### src/hw/rtl/psd_pkg.sv
// ----------------------------------------------------------------------------
// psd_pkg
// Shared widths, constants, types and state codes of the population
// standard deviation unit.
// ----------------------------------------------------------------------------
package psd_pkg;

    localparam int MAX_ITEMS = 256;
    localparam int SCORE_W   = 16;
    localparam int ADDR_W    = $clog2(MAX_ITEMS);
    localparam int CNT_W     = $clog2(MAX_ITEMS + 1);
    localparam int SUM_W     = SCORE_W + ADDR_W;
    localparam int VAR_W     = 2 * SCORE_W;
    localparam int SQ_W      = VAR_W + ADDR_W;
    localparam int DIV_CNT_W = $clog2(SQ_W);
    localparam int ROOT_W    = VAR_W / 2;
    localparam int RT_CNT_W  = $clog2(ROOT_W);

    localparam logic [CNT_W-1:0]   MAX_CNT       = CNT_W'(MAX_ITEMS);
    localparam logic [SCORE_W-1:0] THRESH_RESET  = SCORE_W'(384);

    typedef enum logic [2:0] {
        ST_LOAD,
        ST_SUM,
        ST_MEAN,
        ST_SQ,
        ST_VAR,
        ST_ROOT,
        ST_OUT
    } t_state;

    typedef struct packed {
        logic             start;
        logic [SQ_W-1:0]  dividend;
        logic [CNT_W-1:0] divisor;
    } t_div_req;

    typedef struct packed {
        logic            done;
        logic [SQ_W-1:0] quotient;
    } t_div_rsp;

    typedef struct packed {
        logic             start;
        logic [VAR_W-1:0] radicand;
    } t_sqrt_req;

    typedef struct packed {
        logic              done;
        logic [ROOT_W-1:0] root;
    } t_sqrt_rsp;

endpackage

### src/hw/rtl/psd_div.sv
// ----------------------------------------------------------------------------
// psd_div
// Restoring divider, one quotient bit per cycle, shared by the mean and
// the variance steps.
// ----------------------------------------------------------------------------
module psd_div (
    input  logic              i_clk,
    input  logic              i_rst_n,
    input  psd_pkg::t_div_req i_req,
    output psd_pkg::t_div_rsp o_rsp
);
    import psd_pkg::*;

    logic [CNT_W-1:0]     r_rem;
    logic [SQ_W-1:0]      r_quo;
    logic [CNT_W-1:0]     r_den;
    logic [DIV_CNT_W-1:0] r_cnt;
    logic                 r_busy;
    logic                 r_done;

    logic [CNT_W:0]       shifted;
    logic                 ge;
    logic [CNT_W:0]       diff;

    assign shifted = {r_rem, r_quo[SQ_W-1]};
    assign ge      = shifted >= {1'b0, r_den};
    assign diff    = shifted - {1'b0, r_den};

    always_ff @(posedge i_clk) begin
        if (!i_rst_n) begin
            r_busy <= 1'b0;
            r_done <= 1'b0;
            r_cnt  <= '0;
        end else begin
            r_done <= 1'b0;
            if (i_req.start) begin
                r_busy <= 1'b1;
                r_cnt  <= '0;
            end else if (r_busy) begin
                r_cnt <= r_cnt + 1'b1;
                if (r_cnt == DIV_CNT_W'(SQ_W - 1)) begin
                    r_busy <= 1'b0;
                    r_done <= 1'b1;
                end
            end
        end
    end

    always_ff @(posedge i_clk) begin
        if (i_req.start) begin
            r_rem <= '0;
            r_quo <= i_req.dividend;
            r_den <= i_req.divisor;
        end else if (r_busy) begin
            r_rem <= ge ? diff[CNT_W-1:0] : shifted[CNT_W-1:0];
            r_quo <= {r_quo[SQ_W-2:0], ge};
        end
    end

    assign o_rsp.done     = r_done;
    assign o_rsp.quotient = r_quo;

endmodule

### src/hw/rtl/psd_sqrt.sv
// ----------------------------------------------------------------------------
// psd_sqrt
// Digit-by-digit integer square root, one root bit per cycle.
// ----------------------------------------------------------------------------
module psd_sqrt (
    input  logic               i_clk,
    input  logic               i_rst_n,
    input  psd_pkg::t_sqrt_req i_req,
    output psd_pkg::t_sqrt_rsp o_rsp
);
    import psd_pkg::*;

    logic [ROOT_W+1:0]   r_rem;
    logic [ROOT_W-1:0]   r_root;
    logic [VAR_W-1:0]    r_rad;
    logic [RT_CNT_W-1:0] r_cnt;
    logic                r_busy;
    logic                r_done;

    logic [ROOT_W+2:0]   shifted;
    logic [ROOT_W+2:0]   trial;
    logic                ge;
    logic [ROOT_W+2:0]   diff;

    assign shifted = {r_rem[ROOT_W:0], r_rad[VAR_W-1 -: 2]};
    assign trial   = {1'b0, r_root, 2'b01};
    assign ge      = shifted >= trial;
    assign diff    = shifted - trial;

    always_ff @(posedge i_clk) begin
        if (!i_rst_n) begin
            r_busy <= 1'b0;
            r_done <= 1'b0;
            r_cnt  <= '0;
        end else begin
            r_done <= 1'b0;
            if (i_req.start) begin
                r_busy <= 1'b1;
                r_cnt  <= '0;
            end else if (r_busy) begin
                r_cnt <= r_cnt + 1'b1;
                if (r_cnt == RT_CNT_W'(ROOT_W - 1)) begin
                    r_busy <= 1'b0;
                    r_done <= 1'b1;
                end
            end
        end
    end

    always_ff @(posedge i_clk) begin
        if (i_req.start) begin
            r_rem  <= '0;
            r_root <= '0;
            r_rad  <= i_req.radicand;
        end else if (r_busy) begin
            r_rem  <= ge ? diff[ROOT_W+1:0] : shifted[ROOT_W+1:0];
            r_root <= {r_root[ROOT_W-2:0], ge};
            r_rad  <= {r_rad[VAR_W-3:0], 2'b00};
        end
    end

    assign o_rsp.done = r_done;
    assign o_rsp.root = r_root;

endmodule

### src/hw/rtl/population_std_deviation_unit.sv
// ----------------------------------------------------------------------------
// population_std_deviation_unit
// Collects Q8.8 scores and reports mean, population standard deviation,
// count, a low-spread flag and an overflow flag for each set.
// ----------------------------------------------------------------------------
// Each score transfer is written to a 256-entry score memory. The transfer
// marked last starts the computation and the input is stalled until its
// result has been taken: a sum pass over the n stored scores (one memory
// read per cycle), a division for the mean (40 quotient bits), a
// squared-difference pass (one 16x16 multiply per cycle), a second division
// for the variance and a square root (16 root bits), after which the result
// is offered. The divider is a restoring unit giving one quotient bit per
// cycle. Scores past 256 in a set are dropped and raise the overflow flag; a
// full set of 256 reads back as 256 on the 9-bit count output.
module population_std_deviation_unit (
    input  logic                          i_clk,
    input  logic                          i_rst_n,
    input  logic                          i_cfg_we,
    input  logic [psd_pkg::SCORE_W-1:0]   i_cfg_data,
    input  logic                          i_valid,
    output logic                          o_stall,
    input  logic [psd_pkg::SCORE_W-1:0]   i_score,
    input  logic                          i_last_item,
    output logic                          o_valid,
    input  logic                          i_stall,
    output logic [psd_pkg::CNT_W-1:0]     o_item_total,
    output logic [psd_pkg::SCORE_W-1:0]   o_mean_value,
    output logic [psd_pkg::SCORE_W-1:0]   o_std_dev,
    output logic                          o_below_threshold,
    output logic                          o_overflowed
);
    import psd_pkg::*;

    t_state              r_state;
    t_state              n_state;

    logic [SCORE_W-1:0]  r_thresh;
    logic [SCORE_W-1:0]  r_mem [MAX_ITEMS];
    logic [SCORE_W-1:0]  r_rdata;
    logic [CNT_W-1:0]    r_count;
    logic                r_drop;
    logic [CNT_W-1:0]    r_idx;
    logic                r_p1;
    logic                r_p2;
    logic [SUM_W-1:0]    r_sum;
    logic [SCORE_W-1:0]  r_mean;
    logic [VAR_W-1:0]    r_prod;
    logic [SQ_W-1:0]     r_sq;

    logic [CNT_W-1:0]    r_total;
    logic [SCORE_W-1:0]  r_out_mean;
    logic [SCORE_W-1:0]  r_out_sd;
    logic                r_out_below;
    logic                r_out_ovf;

    logic                in_xfer;
    logic                out_xfer;
    logic                rd_en;
    logic                pass_busy;
    logic [SCORE_W-1:0]  diff;

    t_div_req            div_req;
    t_div_rsp            div_rsp;
    t_sqrt_req           sqrt_req;
    t_sqrt_rsp           sqrt_rsp;

    psd_div u_div (
        .i_clk   (i_clk),
        .i_rst_n (i_rst_n),
        .i_req   (div_req),
        .o_rsp   (div_rsp)
    );

    psd_sqrt u_sqrt (
        .i_clk   (i_clk),
        .i_rst_n (i_rst_n),
        .i_req   (sqrt_req),
        .o_rsp   (sqrt_rsp)
    );

    assign o_stall  = (r_state != ST_LOAD);
    assign o_valid  = (r_state == ST_OUT);
    assign in_xfer  = i_valid && !o_stall;
    assign out_xfer = o_valid && !i_stall;

    assign rd_en     = ((r_state == ST_SUM) || (r_state == ST_SQ)) && (r_idx < r_count);
    assign pass_busy = rd_en || r_p1 || r_p2;
    assign diff      = (r_rdata >= r_mean) ? (r_rdata - r_mean) : (r_mean - r_rdata);

    // sequencer
    always_comb begin
        n_state           = r_state;
        div_req.start     = 1'b0;
        div_req.dividend  = {{(SQ_W - SUM_W){1'b0}}, r_sum};
        div_req.divisor   = r_count;
        sqrt_req.start    = 1'b0;
        sqrt_req.radicand = div_rsp.quotient[VAR_W-1:0];
        case (r_state)
            ST_LOAD: begin
                if (in_xfer && i_last_item) begin
                    n_state = ST_SUM;
                end
            end
            ST_SUM: begin
                if (!rd_en && !r_p1) begin
                    div_req.start = 1'b1;
                    n_state       = ST_MEAN;
                end
            end
            ST_MEAN: begin
                if (div_rsp.done) begin
                    n_state = ST_SQ;
                end
            end
            ST_SQ: begin
                div_req.dividend = r_sq;
                if (!pass_busy) begin
                    div_req.start = 1'b1;
                    n_state       = ST_VAR;
                end
            end
            ST_VAR: begin
                if (div_rsp.done) begin
                    sqrt_req.start = 1'b1;
                    n_state        = ST_ROOT;
                end
            end
            ST_ROOT: begin
                if (sqrt_rsp.done) begin
                    n_state = ST_OUT;
                end
            end
            ST_OUT: begin
                if (out_xfer) begin
                    n_state = ST_LOAD;
                end
            end
            default: begin
                n_state = ST_LOAD;
            end
        endcase
    end

    always_ff @(posedge i_clk) begin
        if (!i_rst_n) begin
            r_state <= ST_LOAD;
        end else begin
            r_state <= n_state;
        end
    end

    // control state
    always_ff @(posedge i_clk) begin
        if (!i_rst_n) begin
            r_thresh <= THRESH_RESET;
            r_count  <= '0;
            r_drop   <= 1'b0;
            r_idx    <= '0;
            r_p1     <= 1'b0;
            r_p2     <= 1'b0;
        end else begin
            if (i_cfg_we) begin
                r_thresh <= i_cfg_data;
            end
            r_p1 <= rd_en;
            r_p2 <= r_p1;
            if (in_xfer) begin
                if (r_count < MAX_CNT) begin
                    r_count <= r_count + 1'b1;
                end else begin
                    r_drop <= 1'b1;
                end
                r_idx <= '0;
            end else if (rd_en) begin
                r_idx <= r_idx + 1'b1;
            end else if ((r_state == ST_MEAN) && div_rsp.done) begin
                r_idx <= '0;
            end
            if ((r_state == ST_ROOT) && sqrt_rsp.done) begin
                r_count <= '0;
                r_drop  <= 1'b0;
                r_idx   <= '0;
            end
        end
    end

    // score memory
    always_ff @(posedge i_clk) begin
        if (in_xfer && (r_count < MAX_CNT)) begin
            r_mem[r_count[ADDR_W-1:0]] <= i_score;
        end
        if (rd_en) begin
            r_rdata <= r_mem[r_idx[ADDR_W-1:0]];
        end
    end

    // datapath
    always_ff @(posedge i_clk) begin
        if (in_xfer) begin
            r_sum <= '0;
        end else if ((r_state == ST_SUM) && r_p1) begin
            r_sum <= r_sum + {{(SUM_W - SCORE_W){1'b0}}, r_rdata};
        end
        if ((r_state == ST_MEAN) && div_rsp.done) begin
            r_mean <= div_rsp.quotient[SCORE_W-1:0];
            r_sq   <= '0;
        end else if ((r_state == ST_SQ) && r_p2) begin
            r_sq <= r_sq + {{(SQ_W - VAR_W){1'b0}}, r_prod};
        end
        if (r_p1) begin
            r_prod <= diff * diff;
        end
        if ((r_state == ST_ROOT) && sqrt_rsp.done) begin
            r_total     <= r_count;
            r_out_mean  <= r_mean;
            r_out_sd    <= sqrt_rsp.root;
            r_out_below <= sqrt_rsp.root < r_thresh;
            r_out_ovf   <= r_drop;
        end
    end

    assign o_item_total      = r_total;
    assign o_mean_value      = r_out_mean;
    assign o_std_dev         = r_out_sd;
    assign o_below_threshold = r_out_below;
    assign o_overflowed      = r_out_ovf;

    // checks
    ap_count_cap: assert property (@(posedge i_clk) disable iff (!i_rst_n)
        r_count <= MAX_CNT)
        else $error("score count above capacity");

    ap_idx_bound: assert property (@(posedge i_clk) disable iff (!i_rst_n)
        r_idx <= r_count)
        else $error("read index past stored count");

    ap_no_load_while_result: assert property (@(posedge i_clk) disable iff (!i_rst_n)
        o_valid |-> o_stall)
        else $error("input open while a result is pending");

    ap_clear_after_out: assert property (@(posedge i_clk) disable iff (!i_rst_n)
        out_xfer |=> (r_count == '0) && !r_drop)
        else $error("set state not cleared after result transfer");

endmodule
### config.mk
export PLATFORM = sky130hd
export DESIGN_NAME = population_std_deviation_unit
export DESIGN_NICKNAME = d
export VERILOG_FILES = /design/src/hw/rtl/psd_pkg.sv /design/src/hw/rtl/psd_div.sv /design/src/hw/rtl/psd_sqrt.sv /design/src/hw/rtl/population_std_deviation_unit.sv
export SDC_FILE = /design/constraint.sdc
export NUM_CORES = 2
export LEC_CHECK = 0
export BUFFER_PORTS_ARGS = -buffer_cell sky130_fd_sc_hd__buf_2
export CAP_MARGIN = 20
export CORE_ASPECT_RATIO = 0.7
export CORE_MARGIN = 2
export CORE_UTILIZATION = 55
export DETAILED_ROUTE_END_ITERATION = 8
export GPL_TIMING_DRIVEN = 0
export MAX_ROUTING_LAYER = met4
export PLACE_DENSITY_LB_ADDON = 0.15
export SYNTH_ARGS = -nofsm -noshare
export SYNTH_HDL_FRONTEND = slang
export SYNTH_SLANG_ARGS = --single-unit
### constraint.sdc
create_clock -name i_clk -period 11.4 [get_ports i_clk]
set_input_delay 1.71 -clock i_clk [delete_from_list [all_inputs] [get_ports i_clk]]
set_output_delay 1.71 -clock i_clk [all_outputs]
set_load 0.1 [all_outputs]
Yosys cells after proc, flatten, opt, wreduce, memory -nomap -nowiden --
Memories as Yosys holds them, arrays and structs flattened. A register that Yosys moved wholly into a read port is not among the register bits. Cells that the tools add are included.
Word-level totals: memory bits (read-only) 0, memories 1, output and inout bits 45, word-level logic and storage cells 129, latch bits 0, memory bits (writable) 4096, register bits 332, input bits 38
Operators by class: $add $sub $neg 10, muxes and demuxes 33, magnitude comparators 6, shift-type cells 0, eq/ne operators 15, bitwise operators 4, reduce and logical (&&, ||, !) cells 31, multipliers 1, div/mod/pow operators 0
Memory list:
- r_mem | words 256, bits a word 16, rd ports 1, clocked after memory_dff 1, wr ports 1, RTL line population_std_deviation_unit.sv:38 | logic [SCORE_W-1:0] r_mem [MAX_ITEMS];
Operators by type and width (count):
- two-way mux 40 bit | 3
- two-way mux 32 bit | 2
- adder 40 x 32 -> 40 bit | 1
- multiplier 16 x 16 -> 32 bit | 1
- subtractor 16 bit | 2
- two-way mux 9 bit | 3
- adder 24 x 16 -> 24 bit | 1
- two-way mux 3 bit | 7
- one-hot mux 3 bit (7 select lines) | 1
- >= comparator 19 x 18 -> 1 bit | 1
- adder 9 x 1 -> 9 bit, second input constant | 2
- two-way mux 17 bit | 1
- subtractor 17 bit | 1
- >= comparator 16 bit | 1
- less-than comparator 16 bit | 1
- two-way mux 16 bit | 1
- two-way mux 1 bit | 14
- >= comparator 10 x 9 -> 1 bit | 1
- logical AND 1 bit | 10
- != test 2 x 1 -> 1 bit, second input constant | 5
- == test 3 bit, second input constant | 3
- less-than comparator 9 bit | 1
- less-than comparator 9 bit, second input constant | 1
- OR reduction 3 bit | 3
- 18 further kinds | 33

Logic depth before layout (Yosys ltp) --
depth in word-level cells 8, mapped depth 37, mapped depth without buffers 36

Cells and area by module --
Synthesis repeated with hierarchy kept, for this count alone.
Unflattened totals: cells, all modules 8963, area total of the unflattened synthesis 183041.8 um2
By module, submodules not included:
- population_std_deviation_unit | sequential area each 128263.0 um2, cells each 8352, area each 176022.6 um2, times used 1
- psd_sqrt | sequential area each 1741.7 um2, cells each 372, area each 3865.0 um2, times used 1
- psd_div | sequential area each 1811.7 um2, cells each 239, area each 3154.3 um2, times used 1

Worst setup path after synthesis --
OpenSTA, ideal clock, no wires.
path kind flip-flop to flip-flop, from reg r_rdata[0] (read register of r_mem), to reg r_prod[22] (data pin), data arrival time 8.051 ns, cell stages (with the launch flop) 35, clock period less this slack 8.309 ns, required time 11.142 ns, slack 3.091 ns, setup time 0.258 ns, buffers on the path 1, cells stage by stage edfxtp_1 inv_1 ha_1 inv_1 fa_1 a211oi_4 o31ai_2 a2111oi_4 o21ai_2 buf_4 a21oi_2 xor2_2 clkinv_1 nand2_1 inv_1 fa_1 inv_1 fa_1 inv_1 fa_1 inv_1 fa_1 inv_1 fa_1 inv_1 fa_1 inv_1 ha_1 o211ai_1 o211a_1 o31ai_1 o221ai_1 o21bai_1 a21oi_1 xnor2_1
Between the ends: longest elaborated chain between the ends 3, elaborated cells between the ends (all ways) 5, classes of those cells add/sub: 2; mul: 1; order compare: 1; mux: 1
Ends and longest elaborated chain:
- start: declaration | RTL line population_std_deviation_unit.sv:39 | logic [SCORE_W-1:0] r_rdata;
- subtractor 16 bit / >= comparator 16 bit (equally long branches) | RTL line population_std_deviation_unit.sv:88 | assign diff = (r_rdata >= r_mean) ? (r_rdata - r_mean) : (r_mean - r_rdata);
- two-way mux 16 bit (*) | RTL line population_std_deviation_unit.sv:88
- multiplier 16 x 16 -> 32 bit (*) | RTL line population_std_deviation_unit.sv:211 | r_prod <= diff * diff;
- end signal: assignment | RTL line population_std_deviation_unit.sv:211
- end: declaration | RTL line population_std_deviation_unit.sv:47 | logic [VAR_W-1:0] r_prod;
Every way passes the cells marked *; elsewhere a longest branch is shown, timed or not. A chain may end at the register's enable or synchronous reset.

Worst setup path in the final report --
from reg r_rdata[1] (read register of r_mem), to reg r_prod[22] (data pin)
Same word-level chain as after synthesis.

==> impl_metrics.py <==
metrics = {
    "placed_design": {
        "post-place-cells": 13601,
        "io_buffers": 81,
        "place_congestion": 0.918,
        "hpwlAfterDp_um": 343000,
        "dp_slack_ns": 1.14,
    },
    "power": {
        "internal_power_mw": 38.1,
        "pwr-share-comb": 0.472,
        "pwr-share-clk": 0.215,
        "power_density_mw_per_mm2": 301,
        "p_sw_mw": 24.2,
        "ir_worst_vdd_mv": 1.47,
        "seq_power_share": 0.313,
        "leakage_nw": 65.9,
        "p_sw_frac": 0.388,
    },
    "sta": {
        "slew_headroom": 0.0869,
        "fin_skew_ns": 0.0488,
        "setup_violations": 0,
        "final_hold_viol_count": 0,
        "worst_pin_slew_ns": 1.37,
        "rsz0062_at_grt": "false",
        "period_share": 0.918,
        "fin_setup_tns_ns": 0,
        "fmax_mhz": 95.6,
        "slew_viol_final": 0,
        "setup_ws_ns": 0.935,
        "period_needed_ns": 10.47,
    },
    "clock_network": {
        "worstSkewPairLatency_ns": 1.00,
        "postCtsSetupBuffers": 0,
        "cts_buffers": 407,
        "cts-htree-levels": 5,
        "cts_buffer_depth": 4,
        "cts_resized": 0,
        "cts_hold_buf": 0,
        "cts_tree": "built",
        "clk_pin_slew_worst_paths_ns": 0.07,
        "cts.sinks": 4443,
        "cts_root_buf": "clkbuf_16",
    },
    "synth": {
        "synth_edf_count": 4283,
        "async_flop_share": 0,
        "yosysWarnings": 0,
        "synth_cells": 8907,
        "seq_area_frac_synth": 0.723,
        "synthTopCellsByArea": "edfxtp_1 (71%), mux4_2 (16%), fa_1 (1.8%)",
        "synth_area_per_cell_um2": 20.5,
        "synth.distinct_cells": 93,
        "synthTopCellsByCount": "edfxtp_1 (4283), mux4_2 (1312), nor2_1 (469)",
        "synth_top_area_cell": "edfxtp_1",
        "synth-seq-cells": 4443,
        "synth_top_area_share": 0.705,
        "syn_area_mm2": 0.182,
        "synth.most_common_cell": "edfxtp_1",
        "synth-main-ff-cell": "edfxtp_1",
        "synthesis.nets": 9347,
    },
    "global_route": {
        "grt_max_degree": 158,
        "antenna_found_initial": 36,
        "groute.usage.overall": 0.305,
        "grt_pass1_vias": 90713,
        "grt_pass1_wl_um": 697000,
        "globalRouteOverflowTotal": 0,
    },
    "status": {
        "status": "complete, no violations",
    },
    "drt": {
        "routed_wl_um": 498000,
        "via_count": 94541,
        "ant_nets": 0,
        "wl_per_cell_um": 34.7,
        "dr.pass1.iters": 6,
        "drt_iter0_drc": 14994,
        "vias_per_cell": 6.58,
        "drcViolationCount": 0,
    },
    "worst_hold_path": {
        "hold_path_class": "reg2reg",
    },
    "setup_path": {
        "arrival_ns": 11.14,
        "cp-start-kind": "register",
        "critical_path_required_ns": 12.08,
        "path_class": "reg2reg",
        "worstPathMaxFanout": 10,
        "slowest_delay_ns": 0.69,
        "crit_path_end_kind": "register",
        "crit_top_cell": "inv_1",
        "critPathSlowestCell": "edfxtp_1",
    },
    "finish": {
        "final_util": 0.629,
        "instances_no_fill": 14371,
        "nets": 10107,
        "fillers": 22096,
        "area_delta_synth_final_pct": 13.5,
        "drive_gt1_frac": 0.270,
    },
    "run": {
        "maxCapViolations": 0,
    },
    "die": {
        "die_area_mm2": 0.336,
        "start_util": 0.554,
        "die_x_um": 692,
        "pin_count": 83,
        "rows": 176,
        "core_mm2": 0.329,
        "die_height_um": 486,
    },
}
per-layer routing:
layer  global-route usage  up-vias  part of all wire
li1                     -    37772                 -
met1                0.465    50370              0.42
met2                0.411     5706              0.43
met3               0.0904      693              0.13
met4               0.0679        0             0.024
met5                    -        -                 0
final cells by class:
| class | count | area [µm²] | area share |
|---|---|---|---|
| Clock inverter | 218 | 2050 | 0.00990 |
| Inverter | 359 | 1350 | 0.00651 |
| Sequential cell | 4443 | 132000 | 0.637 |
| Multi-Input combinational cell | 3666 | 48200 | 0.233 |
| Clock buffer | 511 | 10700 | 0.0519 |
| Antenna cell | 23 | 57.6 | 0.000278 |
| Buffer | 439 | 1820 | 0.00880 |
| Timing Repair Buffer | 351 | 5520 | 0.0267 |
| Tap cell | 4361 | 5460 | 0.0264 |
registers in the layout, indices dropped and copies added, names as in the netlist, 17 cells and up:
name          cells
r_sq             40
u_div.r_quo      40
u_sqrt.r_rem     17
r_prod           31
r_sum            24
u_sqrt.r_rad     32
r_mem          4096
critical path: cells and delay by family, from the launching register on:
kind | cells | cell delay [ns]
adders and majority gates | 8 | 3.97
AOI/OAI and AO/OA | 9 | 2.21
buffers and inverters | 10 | 1.78
and+or+nand+nor | 4 | 0.77
xor gates and xnor gates | 2 | 0.71
DFF | 1 | 0.69
power by group through the flow:
stage               registers [mW]  logic, mW  clock network (mW)
finish                        19.5       29.4                13.4
global route                  19.4       32.0                14.1
CTS                           19.5       29.4                13.5
detailed placement            19.9       28.9                   0
global placement              19.9       28.8                   0
floorplan                     19.9       20.9                   0
logic make-up after synthesis:
family | synth area share
buf+inv | 0.0171
compound gates | 0.0174
fa+ha+maj | 0.0344
xor+xnor | 0.00610
mux | 0.177
simple gates | 0.0254
flops | 0.723
stage by stage:
stage	hold slack (ns)	total power [mW]	instance area, µm²
floorplan	0.409	40.8	182000
global placement	0.462	48.7	188000
detailed placement	0.461	48.8	194000
CTS	0.470	62.4	207000
global route	0.484	65.6	207000
finish	0.466	62.3	207000
path summary, 6_finish.rpt:
path / slack, ns / cells past startpoint / end / startpoint
worst max-delay path: 0.93 / 33 / r_prod[22] / r_rdata[1]
worst min-delay path: 0.47 / 0 / o_overflowed / r_drop
worst max register to register: 0.93 / 33 / r_prod[22] / r_rdata[1]
worst min register to register: 0.47 / 0 / o_overflowed / r_drop
cells in the final DEF (no fill, tap or decap), types with 20 or more instances in the layout:
master | synthesis | final
bufinv_16 | 0 | 30
clkinv_1 | 2 | 87
nand3_1 | 43 | 43
xor2_1 | 39 | 39
clkbuf_1 | 268 | 330
a21oi_1 | 155 | 155
xnor2_1 | 80 | 79
a21o_1 | 56 | 56
nor2b_1 | 26 | 26
nor3_1 | 39 | 38
o21ai_0 | 91 | 91
mux2_2 | 52 | 52
a211oi_1 | 24 | 24
clkbuf_16 | 0 | 412
nand2b_1 | 21 | 20
clkbuf_2 | 0 | 30
diode_2 | 0 | 23
nor2_2 | 0 | 255
nand4_1 | 22 | 22
edfxtp_1 | 4283 | 4283
clkinv_2 | 0 | 60
dfxtp_1 | 160 | 159
buf_16 | 0 | 73
inv_1 | 354 | 354
nor2_1 | 469 | 212
mux2i_1 | 216 | 208
nand2_1 | 356 | 356
buf_1 | 82 | 78
buf_2 | 84 | 153
mux4_2 | 1312 | 1312
buf_8 | 0 | 179
fa_1 | 166 | 166
o21a_1 | 20 | 20
ha_1 | 236 | 236
No activity file was read; power rests on OpenSTA's default activity.
